===== src/rtl/sfla_pkg.sv =====
// Package for the sorted free-list block allocator.
// Holds the shared FSM state type, result codes and the controller/datapath command
// and status structs. No dependencies.
`timescale 1ns / 1ps
`default_nettype none

package sfla_pkg;

  // Request opcode
  localparam logic OP_ALLOC = 1'b0;
  localparam logic OP_FREE  = 1'b1;

  // Result status codes
  typedef enum logic [1:0] {
    ST_OK    = 2'd0,
    ST_RANGE = 2'd1,
    ST_DUP   = 2'd2,
    ST_FULL  = 2'd3
  } status_t;

  // Controller states
  typedef enum logic [2:0] {
    S_IDLE,
    S_EXEC,
    S_APOP,
    S_TRIM,
    S_TRIMRD,
    S_WALK,
    S_LINK,
    S_OUT
  } state_t;

  // Source of the granted block number
  typedef enum logic [1:0] {
    GR_ZERO,
    GR_HEAD,
    GR_COUNT
  } grant_t;

  // Link memory read address select
  typedef enum logic [1:0] {
    RD_NONE,
    RD_HEAD,
    RD_CUR
  } rd_op_t;

  // Link memory write select
  typedef enum logic [1:0] {
    WR_NONE,
    WR_B_HEAD,
    WR_PREV_B,
    WR_B_CUR
  } wr_op_t;

  // Free list head update
  typedef enum logic [1:0] {
    HD_KEEP,
    HD_B,
    HD_RD
  } head_op_t;

  // Walk predecessor update
  typedef enum logic [1:0] {
    PV_KEEP,
    PV_HEAD,
    PV_CUR
  } prev_op_t;

  // Extent counter update
  typedef enum logic [1:0] {
    CNT_KEEP,
    CNT_INC,
    CNT_DEC
  } count_op_t;

  // Commands from controller to datapath
  typedef struct packed {
    logic      latch_in;
    logic      res_we;
    status_t   res_code;
    grant_t    grant;
    rd_op_t    rd_op;
    wr_op_t    wr_op;
    head_op_t  head_op;
    prev_op_t  prev_op;
    count_op_t count_op;
    logic      load_out;
  } sfla_cmd_t;

  // Status from datapath to controller
  typedef struct packed {
    logic is_alloc;
    logic head_valid;
    logic full;
    logic range_err;
    logic dup_head;
    logic is_top;
    logic above_head;
    logic trim_more;
    logic walk_more;
    logic walk_dup;
  } sfla_sts_t;

endpackage

`default_nettype wire


===== src/rtl/sfla_ctrl.sv =====
// Controller of the sorted free-list block allocator: sequences allocate, trim, insert
// and walk steps and owns the request/result handshakes. Depends on sfla_pkg.
`timescale 1ns / 1ps
`default_nettype none

module sfla_ctrl import sfla_pkg::*; (
  input  wire logic      clk,
  input  wire logic      rst_n,
  input  wire logic      in_valid,
  output logic           in_stall,
  output logic           out_valid,
  input  wire logic      out_stall,
  input  wire sfla_sts_t sts,
  output sfla_cmd_t      cmd
);

  state_t state_r, state_nxt;
  logic   out_valid_r, out_valid_nxt;
  logic   out_free;

  assign in_stall  = (state_r != S_IDLE);
  assign out_valid = out_valid_r;
  assign out_free  = !out_valid_r || !out_stall;

  // Next state
  always_comb begin
    state_nxt = state_r;
    unique case (state_r)
      S_IDLE: if (in_valid) state_nxt = S_EXEC;
      S_EXEC: begin
        priority if (sts.is_alloc) begin
          state_nxt = sts.head_valid ? S_APOP : S_OUT;
        end else if (sts.range_err || sts.dup_head) begin
          state_nxt = S_OUT;
        end else if (sts.is_top) begin
          state_nxt = S_TRIM;
        end else if (!sts.head_valid || sts.above_head) begin
          state_nxt = S_OUT;
        end else begin
          state_nxt = S_WALK;
        end
      end
      S_APOP:   state_nxt = S_OUT;
      S_TRIM:   state_nxt = sts.trim_more ? S_TRIMRD : S_OUT;
      S_TRIMRD: state_nxt = S_TRIM;
      S_WALK: begin
        priority if (sts.walk_more) begin
          state_nxt = S_WALK;
        end else if (sts.walk_dup) begin
          state_nxt = S_OUT;
        end else begin
          state_nxt = S_LINK;
        end
      end
      S_LINK: state_nxt = S_OUT;
      S_OUT:  if (out_free) state_nxt = S_IDLE;
      default: state_nxt = S_IDLE;
    endcase
  end

  // Commands to the datapath
  always_comb begin
    cmd          = '0;
    cmd.res_code = ST_OK;
    cmd.grant    = GR_ZERO;
    cmd.rd_op    = RD_NONE;
    cmd.wr_op    = WR_NONE;
    cmd.head_op  = HD_KEEP;
    cmd.prev_op  = PV_KEEP;
    cmd.count_op = CNT_KEEP;
    unique case (state_r)
      S_IDLE: cmd.latch_in = in_valid;
      S_EXEC: begin
        cmd.res_we = 1'b1;
        priority if (sts.is_alloc && sts.head_valid) begin
          cmd.grant = GR_HEAD;
          cmd.rd_op = RD_HEAD;
        end else if (sts.is_alloc && sts.full) begin
          cmd.res_code = ST_FULL;
        end else if (sts.is_alloc) begin
          cmd.grant    = GR_COUNT;
          cmd.count_op = CNT_INC;
        end else if (sts.range_err) begin
          cmd.res_code = ST_RANGE;
        end else if (sts.dup_head) begin
          cmd.res_code = ST_DUP;
        end else if (sts.is_top) begin
          cmd.count_op = CNT_DEC;
        end else if (!sts.head_valid || sts.above_head) begin
          cmd.wr_op   = WR_B_HEAD;
          cmd.head_op = HD_B;
        end else begin
          cmd.rd_op   = RD_HEAD;
          cmd.prev_op = PV_HEAD;
        end
      end
      S_APOP: cmd.head_op = HD_RD;
      S_TRIM: begin
        if (sts.trim_more) begin
          cmd.rd_op    = RD_HEAD;
          cmd.count_op = CNT_DEC;
        end
      end
      S_TRIMRD: cmd.head_op = HD_RD;
      S_WALK: begin
        priority if (sts.walk_more) begin
          cmd.rd_op   = RD_CUR;
          cmd.prev_op = PV_CUR;
        end else if (sts.walk_dup) begin
          cmd.res_we   = 1'b1;
          cmd.res_code = ST_DUP;
        end else begin
          cmd.wr_op = WR_PREV_B;
        end
      end
      S_LINK: cmd.wr_op    = WR_B_CUR;
      S_OUT:  cmd.load_out = out_free;
      default: cmd.latch_in = 1'b0;
    endcase
  end

  // Result valid: set on load, clear when taken
  always_comb begin
    out_valid_nxt = cmd.load_out || (out_valid_r && out_stall);
  end

  always_ff @(posedge clk) begin
    if (!rst_n) begin
      state_r     <= S_IDLE;
      out_valid_r <= 1'b0;
    end else begin
      state_r     <= state_nxt;
      out_valid_r <= out_valid_nxt;
    end
  end

endmodule

`default_nettype wire


===== config.mk =====
export PLATFORM = sky130hd
export DESIGN_NAME = sfla_ctrl
export DESIGN_NICKNAME = d
export VERILOG_FILES = /design/src/rtl/sfla_pkg.sv /design/src/rtl/sfla_ctrl.sv
export SDC_FILE = /design/constraint.sdc
export NUM_CORES = 1
export LEC_CHECK = 0
export BUFFER_PORTS_ARGS = -buffer_cell sky130_fd_sc_hd__clkbuf_2
export CORE_UTILIZATION = 25
export DETAILED_ROUTE_END_ITERATION = 8
export GPL_ROUTABILITY_DRIVEN = 0
export MAX_ROUTING_LAYER = met4
export PLACE_DENSITY_LB_ADDON = 0.12
export SETUP_SLACK_MARGIN = 0.4
export SLEW_MARGIN = 20
export SYNTH_ARGS = -nofsm -noshare
export SYNTH_HDL_FRONTEND = slang
export SYNTH_SLANG_ARGS = --single-unit
export TNS_END_PERCENT = 5

===== constraint.sdc =====
create_clock -name clk -period 1.4 [get_ports clk]
set_input_delay 0.07 -clock clk [delete_from_list [all_inputs] [get_ports clk]]
set_output_delay 0.07 -clock clk [all_outputs]
set_load 0.02 [all_outputs]

==> out/summary.txt <==
Worst Skew: 0.00563 ns
Status: finished with violations
Grt total ovfl: 0
Worst Hold Slack: 0.0921 ns
Final Setup Violations: 6
Total negative slack: -0.363 ns
Share of synthesized flip-flops with an asynchronous set or reset: 0%
Max_cap viols: 0
Clock latency on the worst-skew pair: 0.24 ns
Met3 wire len: 106 µm
Global Route Usage Sum: 17.4%
Rows: 15
Synthesized flop and latch total: 4
Starting Density: 27.4%
Area grow syn2layout: 75.7%
Largest net degree at the start of global routing: 10
Pin slew with the least headroom to its limit: 0.336 ns
Nature of the critical path startpoint: flop
Clock Path Buffers: 2
Max_slew headroom: 77.4%
Final nets: 127
Antenna Cells: 0
Initial antenna violation count: 0
TritonCTS Buffers: 3
Maximum fanout along the worst path: 6
Library cells used by synthesis: 32
Mapped Cells: 69
Register area: 88.8 µm²
Most frequent cells in the layout: buf_4 (19), clkbuf_2 (16), a21oi_1 (8)
First-pass DRT Iterations: 4
Critical path cell sequence: or3b_4 -> nor3b_4 -> a21o_1 -> clkbuf_8
Top Metal Used: met3
Hold Buf Count CTS: 0
Crit Path Category: flop to output port
Fin crit share: 109%
RSZ-0062 raised after global routing: yes
Register clock-pin slew on the reported worst setup and hold paths: 0.03 ns
Number of synthesized flops with an enable pin: 0
Worst Path Buf+Inv: 1
Root buf cell: clkbuf_4
Top cell type's share of synthesized area: 16.5%
CP max stage delay: 0.42 ns
Fin crit period: 1.53 ns
CP required: 1.33 ns
# IOs: 33
Yosys top cell by area: dfxtp_1
CP arrival: 1.46 ns
Layout cells sized above 1: 53.2%
Top Family by Delay on Critical Path: simple AND/OR/NAND/NOR gates
Vert. Die Dim: 46.0 µm
Vias: 653
Achievable Freq: 0.653 GHz
Dpl ws: 0.0476 ns
Iter 0 DRT Violations: 11
Vias in the first global route: 587
DR WL/cell: 11.6 µm
Die area: 2120 µm²
Hpwl dp: 1200 µm
Finished Core Util: 48.2%
Core area: 1760 µm²
Sequential share of the synthesized area: 16.5%
CTS H-tree lvls: 1
Synth top area cells: dfxtp_1 (17%), a21oi_1 (8.3%), and3_1 (6.5%), nor2_1 (5.4%), nand2_1 (3.9%)
Buffers on Ports: 32
Flop2flop setup slack: 0.12 ns
Met2 wire length: 699 µm
DRT met1 WL: 778 µm
Synth warnings: 0
First-pass GRT wire length: 2530 µm
Final WL: 1580 µm
Mapped Avg Cell Area: 7.02 µm²
Leakage power: 0.416 nW
Clock Sinks: 4
Hold Crit Class: primary input to flop
Failing checks: setup timing
Commonest non-fill, non-tap cell in the layout: buf_4
Main synth FF type: dfxtp_1
Final Max Slew Viols: 0
Antenna Violating Nets Remaining: 0
Setup WS post-layout: -0.131 ns
Post-Syn Nets: 83
DIE WIDTH: 46.0 µm
Area of the mapped netlist: 484 µm²
Worst vdd rail ir drop: 727 µV
Pwr Density: 1230 nW/µm²
CP max stage cell: or3b_4
Worst Setup End Kind: output port
Total power: 0.00104 W
Filler instances: 194
DRC violations left: 0
CTS tree: done
Final hold vios: 0
Area of the multi-input gates: 389 µm²
Number of vias per cell: 4.80
-- through the flow --
stage	cells	area [µm²]
after global placement	130	717
final	136	851
after detailed placement	130	717
after CTS	136	821
after floorplan	69	492
after global routing	136	851
-- timing repair --
item                                    4_1_cts  5_1_grt
endpoints found under the setup margin       21       21
pin swaps                                     2        2
setup buffers                                 3        0
endpoints found under the hold margin         0        0
resized for setup                            17       20
-- cells in the mapped netlist (2+ instances only) --
cell type,number
a21oi_1,8
nor2_1,7
and3_1,5
nand2_1,5
dfxtp_1,4
buf_2,3
inv_1,3
nor2b_1,3
nand2b_1,2
nand3_1,2
nor3_1,2
nor3b_1,2
o211ai_1,2
o21a_1,2
o22ai_1,2
-- layout make-up --
cell class	instances	share of cell area, %
clock buffer	3	2.65
inverter	3	1.32
multi-input combinational	57	45.7
sequential	4	10.4
tap	25	3.68
timing repair buffer	44	36.2
-- registers in the layout (all words and copies together), names as in the netlist --
name       count
state_r        3
out_valid      1
-- where the power goes --
part | leakage [nW] | internal (W) | switching (W)
clock | 0.0138 | 0.0000962 | 0.0000520
combinational | 0.367 | 0.000340 | 0.000370
sequential | 0.0345 | 0.000151 | 0.0000346
-- cell families (layout without fill, tap and decap cells) --
family	Yosys count	in the layout	synth area share, %
and+or+nand+nor	34	34	41.3
AOI/OAI and AO/OA	21	21	28.9
buffers and inverters	8	50	9.30
DFF	4	4	16.5
xor gates and xnor gates	1	1	1.81
muxes	1	1	2.07
-- per-layer routing --
layer | vias up | global-route usage (%)
met5 | - | -
met4 | 0 | 1.76
met3 | 0 | 5.95
met2 | 25 | 26.5
met1 | 289 | 22.8
li1 | 339 | -
-- worst paths after layout --
check	cells past startpoint	endpoint	startpoint
max	4	cmd[7]	state_r[1]
min	2	state_r[2]	rst_n
min reg2reg	2	out_valid	out_valid
max reg2reg	4	state_r[2]	state_r[1]
No activity file was read; power rests on OpenSTA's default activity.
